`src/rtl/ssd_pkg.sv`:
```
// Shared constants and types of the spectral sharpen and dehalo datapath.
`default_nettype none

package ssd_pkg;

  localparam int unsigned COEF_BITS_DEF = 24;

  // Power word and configuration port widths.
  localparam int unsigned PW        = 48;
  localparam int unsigned CFG_W     = 48;
  localparam int unsigned CFG_IDX_W = 3;
  localparam logic [PW-1:0] PMAX    = {PW{1'b1}};

  // Sharpen divider: numerator and denominator up to 98 bits, 32 fraction bits.
  localparam int unsigned SH_W = 98;
  localparam int unsigned SH_Q = 32;
  // Dehalo divider: up to 81 bits, 24 fraction bits.
  localparam int unsigned DH_W = 81;
  localparam int unsigned DH_Q = 24;

  // Square root of the 33-bit sharpen ratio gives a 17-bit root.
  localparam int unsigned SQ_VW    = SH_Q + 1;
  localparam int unsigned SQ_STEPS = (SQ_VW + 1) / 2;

  // Gain times weight, signed.
  localparam int unsigned GW = 33;

  typedef enum logic [CFG_IDX_W-1:0] {
    CFG_SHARPEN_GAIN  = 3'd0,
    CFG_DEHALO_GAIN   = 3'd1,
    CFG_SIGMA_MIN     = 3'd2,
    CFG_SIGMA_MAX     = 3'd3,
    CFG_HALO_THRESH   = 3'd4,
    CFG_GRID_FRACTION = 3'd5,
    CFG_DEGRID_ENABLE = 3'd6
  } cfg_idx_e;

endpackage

`default_nettype wire

```
`src/rtl/ssd_sqrt_pipe.sv`:
```
// Pipelined integer square root, one root bit per stage.
`default_nettype none

module ssd_sqrt_pipe #(
  parameter int unsigned VW    = ssd_pkg::SQ_VW,
  localparam int unsigned STEPS = (VW + 1) / 2,
  localparam int unsigned RW    = 2 * STEPS + 1
) (
  input  wire logic             clk_i,
  input  wire logic             en_i,
  input  wire logic [VW-1:0]    val_i,
  output logic      [STEPS-1:0] root_o
);

  logic [VW-1:0] v_q [0:STEPS-1];
  logic [RW-1:0] r_q [0:STEPS-1];
  logic [VW-1:0] v_d [0:STEPS-1];
  logic [RW-1:0] r_d [0:STEPS-1];

  for (genvar i = 0; i < STEPS; i++) begin : g_step
    localparam logic [RW-1:0] BIT = RW'(1) << (2 * (STEPS - 1 - i));
    logic [VW-1:0] v_in;
    logic [RW-1:0] r_in;
    logic [RW-1:0] t;
    if (i == 0) begin : g_first
      assign v_in = val_i;
      assign r_in = '0;
    end else begin : g_next
      assign v_in = v_q[i-1];
      assign r_in = r_q[i-1];
    end
    assign t = r_in + BIT;
    always_comb begin
      if (RW'(v_in) >= t) begin
        v_d[i] = VW'(RW'(v_in) - t);
        r_d[i] = (r_in >> 1) + BIT;
      end else begin
        v_d[i] = v_in;
        r_d[i] = r_in >> 1;
      end
    end
  end

  always_ff @(posedge clk_i) begin
    if (en_i) begin
      for (int k = 0; k < STEPS; k++) begin
        v_q[k] <= v_d[k];
        r_q[k] <= r_d[k];
      end
    end
  end

  assign root_o = r_q[STEPS-1][STEPS-1:0];

endmodule

`default_nettype wire

```
`config.mk`:
```
export PLATFORM = sky130hd
export DESIGN_NAME = ssd_sqrt_pipe
export DESIGN_NICKNAME = d
export VERILOG_FILES = /design/src/rtl/ssd_pkg.sv /design/src/rtl/ssd_sqrt_pipe.sv
export SDC_FILE = /design/constraint.sdc
export NUM_CORES = 1
export LEC_CHECK = 0
export ABC_AREA = 1
export BUFFER_PORTS_ARGS = -buffer_cell sky130_fd_sc_hd__buf_2
export CORE_MARGIN = 5
export CORE_UTILIZATION = 55
export CTS_CLUSTER_DIAMETER = 60
export DETAILED_ROUTE_END_ITERATION = 10
export HOLD_SLACK_MARGIN = 0.15
export PLACE_DENSITY = 0.71
export SKIP_LAST_GASP = 1
export SLEW_MARGIN = 20
export SYNTH_ARGS = -nofsm -noshare
export SYNTH_HDL_FRONTEND = slang
export SYNTH_SLANG_ARGS = --single-unit
```
`constraint.sdc`:
```
create_clock -name clk_i -period 2.8 [get_ports clk_i]
set_input_delay 0.28 -clock clk_i [delete_from_list [all_inputs] [get_ports clk_i]]
set_output_delay 0.28 -clock clk_i [all_outputs]
set_load 0.02 [all_outputs]
```
==> metrics.md, run 1 <==
| Metric | Value |
|---|---|
| Status | `finished, final reports clean` |
| RSZ-0062 raised after global routing | `no` |
| Post-synth net total | `4322` |
| Via count | `28000` |
| Wire per inst | `17.3 µm` |
| Pleak | `18.6 nW` |
| Pin count of the biggest net entering global routing | `99` |
| Cts-stage hold buffer count | `34` |
| Die Wd | `270 µm` |
| Critical Path End Type | `register` |
| Internal power | `0.0212 W` |
| Global placement routability congestion | `0.945` |
| Final min period | `2.54 ns` |
| Vias per Instance | `5.35` |
| Crit-path cells | `ha_1 > a21oi_1 > o21ai_0 > nor3_1 > nand2_1 > nand2_1 > nand2_1 > nand2_1 > inv_1` |
| Full die area | `0.0728 mm²` |
| Combinational power share | `24.0%` |
| Fmax | `394 MHz` |
| Power share of the clock group | `31.2%` |
| EDFF count, synth | `681` |
| DRC violations left | `0` |
| FP Rows | `95` |
| Most numerous cell in the Yosys netlist | `nand2_1` |
| Commonest cells in the synthesized netlist | `1324 x nand2_1, 681 x edfxtp_1, 625 x inv_1` |
| Drt pass-1 iters | `6` |
| Share of layout cells above drive strength 1 | `6.66%` |
| Synth warnings | `0` |
| Top FF cell, synth | `edfxtp_1` |
| Cell variety after synth | `52` |
| Hold WS | `0.336 ns` |
| Placement Cell Area | `0.0388 mm²` |
| Critical Path RT | `3.19 ns` |
| Sequential power share | `44.8%` |
| Post-Syn Area | `0.0371 mm²` |
| PortBufs | `51` |
| Tot Pwr | `0.0315 W` |
| CTS tree | `yes` |
| Sw Pwr | `0.0103 W` |
| Utilization after layout | `62.1%` |
| Rel. slew slack | `51.2%` |
| Fin crit share | `90.8%` |
| Pwr dens | `756 mW/mm²` |
| Sequential fraction of the synthesis area | `55.0%` |
| Average cell area after synthesis | `9.01 µm²` |
| Least-Margin Pin Slew | `0.725 ns` |
| Design Area, Final | `0.0416 mm²` |
| Detail Route Antenna Nets | `0` |
| Gr ovfl total | `0` |
| Max VDD drop | `0.710 mV` |
| Family with the most delay on the worst path | `compound AO/OA/AOI/OAI gates` |
| CP startpoint kind | `register` |
| Fillers | `5655` |
| Vias in the first global route | `26700` |
| Worst-Skew Late Latency | `0.64 ns` |
| Synth top area share | `55.0%` |
| CTS resizes | `0` |
| Crit path kind | `reg -> reg` |
| Slew Limit Fails | `0` |
| Net Sw Frac | `32.7%` |
| Seq cells post-synth | `681` |
| Initial antenna violation count | `1` |
| WP buf/inv | `1` |
| Clk root buf | `clkbuf_16` |
| Hold Crit Class | `in -> reg` |
| DRT iter0 DRCs | `2262` |
| Worst Clk Skew | `0.0497 ns` |
| Ports | `52` |
| Critical path fanouts, max | `5` |
| Dpl hpwl | `69.4 mm` |
| Gr usage total | `24.5%` |
| Most Frequent Cell on Critical Path | `nand2_1` |
| First-pass GRT wire length | `144 mm` |
| Final setup viols | `0` |
| Post-Syn Instances | `4121` |
| H-Tree Depth | `3` |
| Final Hold Fails | `0` |
| Slowest CP cell | `a21oi_1` |
| Core footprint | `0.0670 mm²` |
| Synth top area cells | `edfxtp_1 55%, nand2_1 13%, inv_1 6.3%, ha_1 5.6%, nor2_1 3.7%` |
| Synth area leader | `edfxtp_1` |
| Syn-to-layout area delta | `12.1%` |
| Clk buf depth | `3` |
| Num CTS Buffers | `79` |
| Nets@finish | `4507` |
| Initial Util | `55.4%` |
| Sink Count | `681` |
| Clock-pin slew on the worst setup and hold paths | `0.06 ns` |
| Setup_tns | `0 ns` |
| Critical Path AT | `2.93 ns` |
| CP peak stage delay | `0.44 ns` |
| Setup bufs post-CTS | `0` |
| Die height | `270 µm` |
| Max-cap violations | `0` |
| FFs w/ async S/R, synth | `0%` |
| Final WL | `90.7 mm` |
## registers in the layout (all words and copies together) (netlist names)
name	cells
r_q	153
v_q	528
## worst reg2reg max path, cell delays in order (launching register included)
cell	delay, ns
edfxtp_1	0.43
ha_1	0.42
a21oi_1	0.44
o21ai_0	0.31
nor3_1	0.35
nand2_1	0.09
nand2_1	0.06
nand2_1	0.08
nand2_1	0.07
inv_1	0.04
## power by group through the flow
stage | logic (W) | clock network (W) | registers (W)
4_1_cts | 0.00746 | 0.0100 | 0.0141
3_3_place_gp | 0.00730 | 0 | 0.0143
3_5_place_dp | 0.00737 | 0 | 0.0143
2_1_floorplan | 0.00552 | 0 | 0.0138
5_1_grt | 0.00855 | 0.0105 | 0.0142
6_report | 0.00756 | 0.00981 | 0.0141
## layout by cell type (no fill, tap or decap), types with 6 or more instances in the layout
master,instances
nor3_1,49
xnor2_1,38
clkinv_2,11
edfxtp_1,681
ha_1,166
nand3b_1,31
buf_12,12
xor2_1,78
clkbuf_1,18
nor2_2,18
clkinv_16,6
inv_2,10
o21bai_1,12
nor3_2,8
buf_2,50
inv_1,625
nand3_2,7
clkbuf_16,79
dlygate4sd3_1,34
a21oi_2,13
nand2_1,1324
a21oi_1,148
nand2_2,9
nor4_1,33
o21ai_1,23
clkinv_1,20
nand4_1,86
o21ai_0,62
buf_4,37
nor2_1,365
nand3_1,246
## layer usage
layer	part of all wire (%)	vias up	global-route usage [%]
met3	6.1	124	3.28
met2	48	901	41.8
met1	44	13000	33.9
met4	1.8	0	5.70
met5	0	-	0
li1	-	14000	-
## stage by stage
step / cells / setup slack, ns
global route: 5241 / 0.104
detailed placement: 5064 / 0.323
finish: 5241 / 0.259
global placement: 5064 / 0.317
CTS: 5240 / 0.305
floorplan: 4121 / 0.825
## final cells by class
type | instances | area, µm² | share of cell area, %
Sequential cell | 681 | 20400 | 49.1
Multi-Input combinational cell | 2772 | 14100 | 33.8
Inverter | 638 | 2400 | 5.76
Clock buffer | 97 | 2040 | 4.91
Timing Repair Buffer | 134 | 1120 | 2.70
Tap cell | 873 | 1090 | 2.62
Clock inverter | 45 | 465 | 1.12
Antenna cell | 1 | 2.50 | 0.00601
## cells by family after synthesis
logic type                 after synthesis  synth area share [%]
xor gates and xnor gates               116                  2.73
other                                    1                0.0101
AOI/OAI and AO/OA                      286                  4.34
adders and majority gates              166                  5.59
buffers and inverters                  668                  7.11
DFF                                    681                  55.0
and+or+nand+nor                       2203                  25.2
## path summary, 6_finish.rpt
check               from     endpoint  slack (ns)  cells after the start
max          v_q[0][446]  v_q[0][490]        0.26                      9
min            val_i[16]   v_q[0][16]        0.34                      2
max reg2reg  v_q[0][446]  v_q[0][490]        0.26                      9
min reg2reg  r_q[0][267]  r_q[0][301]        0.42                      0
Note: power is estimated with default switching activity, not from simulation.
==> run 2: changes to the inputs <==
CORE_UTILIZATION = 58   (was 55)
PLACE_DENSITY = 0.74   (was 0.71)
==> metrics.md, run 2 (synthesized netlist as in run 1, its figures left out) <==
| Metric | Value |
|---|---|
| Utilization after layout | `65.8% (was 62.1%)` |
| Commonest non-fill, non-tap cell in the layout | `nand2_1 (unchanged)` |
| Commonest cells after routing, fill and taps aside | `1324 x nand2_1, 681 x edfxtp_1, 625 x inv_1, 365 x nor2_1, 246 x nand3_1 (unchanged)` |
| Die Wd | `263 µm (was 270 µm)` |
| Most Frequent Cell on Critical Path | `nand2_1 (unchanged)` |
| RSZ-0062 raised after global routing | `no (unchanged)` |
| Syn-to-layout area delta | `12.2% (was 12.1%)` |
| Fin crit share | `93.0% (was 90.8%)` |
| PortBufs | `51 (unchanged)` |
| Initial Util | `58.7% (was 55.4%)` |
| Final setup viols | `0 (unchanged)` |
| Vias per Instance | `5.39 (was 5.35)` |
| Area occupied by multi-input gates | `0.0141 mm² (about the same)` |
| Family with the most delay on the worst path | `simple AND/OR/NAND/NOR gates (was compound AO/OA/AOI/OAI gates)` |
| FP Rows | `92 (was 95)` |
| Share of layout cells above drive strength 1 | `7.09% (was 6.66%)` |
| Gr ovfl total | `0 (unchanged)` |
| Critical Path End Type | `register (unchanged)` |
| Internal power | `0.0215 W (was 0.0212 W)` |
| Net Sw Frac | `32.8% (was 32.7%)` |
| Crit path kind | `reg -> reg (unchanged)` |
| Ant diodes | `0 (was 1)` |
| Global placement routability congestion | `0.940 (was 0.945)` |
| Sequential power share | `44.2% (was 44.8%)` |
| Worst Clk Skew | `0.0360 ns (was 0.0497 ns)` |
| Top flop regs | `v_q: 528 flops, r_q: 153 flops (unchanged)` |
| Pwr dens | `766 mW/mm² (was 756 mW/mm²)` |
| WP buf/inv | `2 (was 1)` |
| DRT iter0 DRCs | `2638 (was 2262)` |
| Worst-Skew Late Latency | `0.65 ns (was 0.64 ns)` |
| Combinational power share | `23.8% (was 24.0%)` |
| Initial antenna violation count | `0 (was 1)` |
| Crit-path cells | `ha_1 > nand2_1 > nor2_1 > nand3_1 > nor3_2 > nand3_1 > clkinv_1 > nor2_4 > buf_4 > nand2_1 > nand2_1 (was ha_1 > a21oi_1 > o21ai_0 > nor3_1 > nand2_1 > nand2_1 > nand2_1 > nand2_1 > inv_1)` |
| Setup_tns | `0 ns (unchanged)` |
| Clk root buf | `clkbuf_16 (unchanged)` |
| Pleak | `18.6 nW (about the same)` |
| Final min period | `2.60 ns (was 2.54 ns)` |
| First-pass GRT wire length | `144 mm (about the same)` |
| Critical Path AT | `2.95 ns (was 2.93 ns)` |
| CP startpoint kind | `register (unchanged)` |
| Detail Route Antenna Nets | `0 (unchanged)` |
| Fmax | `384 MHz (was 394 MHz)` |
| Max-cap violations | `0 (unchanged)` |
| Full die area | `0.0692 mm² (was 0.0728 mm²)` |
| Final WL | `92.3 mm (was 90.7 mm)` |
| Slowest CP cell | `edfxtp_1 (was a21oi_1)` |
| Critical path fanouts, max | `10 (was 5)` |
| Ports | `52 (unchanged)` |
| Pin count of the biggest net entering global routing | `81 (was 99)` |
| Final Hold Fails | `0 (unchanged)` |
| Dpl hpwl | `70.0 mm (was 69.4 mm)` |
| Status | `finished, final reports clean (unchanged)` |
| Nets@finish | `4515 (was 4507)` |
| Hold Crit Class | `in -> reg (unchanged)` |
| DRC violations left | `0 (unchanged)` |
| Clk buf depth | `3 (unchanged)` |
| Drt pass-1 iters | `6 (unchanged)` |
| Wire per inst | `17.7 µm (was 17.3 µm)` |
| Largest register by flop count | `v_q (unchanged)` |
| Fillers | `5123 (was 5655)` |
| Largest register FFs | `528 (unchanged)` |
| Sink Count | `681 (unchanged)` |
| Clock-pin slew on the worst setup and hold paths | `0.07 ns (was 0.06 ns)` |
| Num CTS Buffers | `79 (unchanged)` |
| Power share of the clock group | `32.0% (was 31.2%)` |
| Core footprint | `0.0633 mm² (was 0.0670 mm²)` |
| H-Tree Depth | `3 (unchanged)` |
| Slew Limit Fails | `0 (unchanged)` |
| CP peak stage delay | `0.40 ns (was 0.44 ns)` |
| Vias in the first global route | `26800 (was 26700)` |
| Die height | `263 µm (was 270 µm)` |
| Critical Path RT | `3.14 ns (was 3.19 ns)` |
| Via count | `28200 (was 28000)` |
| Rel. slew slack | `60.1% (was 51.2%)` |
| R2R Setup Slk | `0.20 ns (was 0.26 ns)` |
| Sw Pwr | `0.0105 W (was 0.0103 W)` |
| FF+latch area | `0.0204 mm² (unchanged)` |
| Least-Margin Pin Slew | `0.592 ns (was 0.725 ns)` |
| Max VDD drop | `0.647 mV (was 0.710 mV)` |
| CTS tree | `yes (unchanged)` |
| Gr usage total | `25.9% (was 24.5%)` |
## run 2: path summary, 6_finish.rpt
path | endpoint | startpoint | cells after the start
hold reg to reg | v_q[0][401] | v_q[0][368] | 0
setup / recovery | v_q[0][382] | v_q[0][344] | 11
hold / removal | v_q[0][13] | val_i[13] | 2
setup reg to reg | v_q[0][382] | v_q[0][344] | 11
## run 2: final cells by class
type | count | share of cell area, %
clock buffer | 92 | 4.86
clock inverter | 50 | 1.41
sequential | 681 | 49.1
timing repair buffer | 142 | 2.66
tap | 846 | 2.54
multi-input combinational | 2772 | 33.7
inverter | 638 | 5.75
## run 2: per-stage QoR
stage               instance area [µm²]  total power (W)  std cells  hold slack, ns  setup slack [ns]
detailed placement                38700           0.0217       5045           0.429            0.0949
finish                            41700           0.0319       5221           0.340             0.196
CTS                               41700           0.0320       5221           0.305            0.0643
global placement                  38700           0.0216       5045           0.427             0.118
floorplan                         37100           0.0193       4121           0.379             0.825
global route                      41700           0.0337       5221           0.326            0.0399
## run 2: power groups by stage
stage / registers (W) / logic [W] / clock network, W
global placement: 0.0143 / 0.00733 / 0
global route: 0.0142 / 0.00861 / 0.0109
detailed placement: 0.0143 / 0.00739 / 0
floorplan: 0.0138 / 0.00552 / 0
CTS: 0.0141 / 0.00749 / 0.0104
finish: 0.0141 / 0.00759 / 0.0102
## run 2: worst reg2reg max path: stages, from the launching register on
cell and delay (ns):
edfxtp_1 0.40, ha_1 0.38, nand2_1 0.11, nor2_1 0.31, nand3_1 0.15, nor3_2 0.29
nand3_1 0.16, clkinv_1 0.10, nor2_4 0.04, buf_4 0.17, nand2_1 0.08, nand2_1 0.12
## run 2: layer usage
metal  share of wire, %  up-vias  GRT usage, %
met2                 47      933          42.6
met3                6.9      168          4.29
li1                   -    14000             -
met4                3.1        0          8.35
met1                 43    13100          35.8
met5                  0        -             0
## run 2: timing repair
| item | CTS | global route |
|---|---|---|
| endpoints found under the hold margin | 75 | 0 |
| setup buffers | 0 | 0 |
| resized for setup | 0 | 1 |
| setup endpoints to repair | 0 | 19 |
| hold buffers | 34 | 0 |
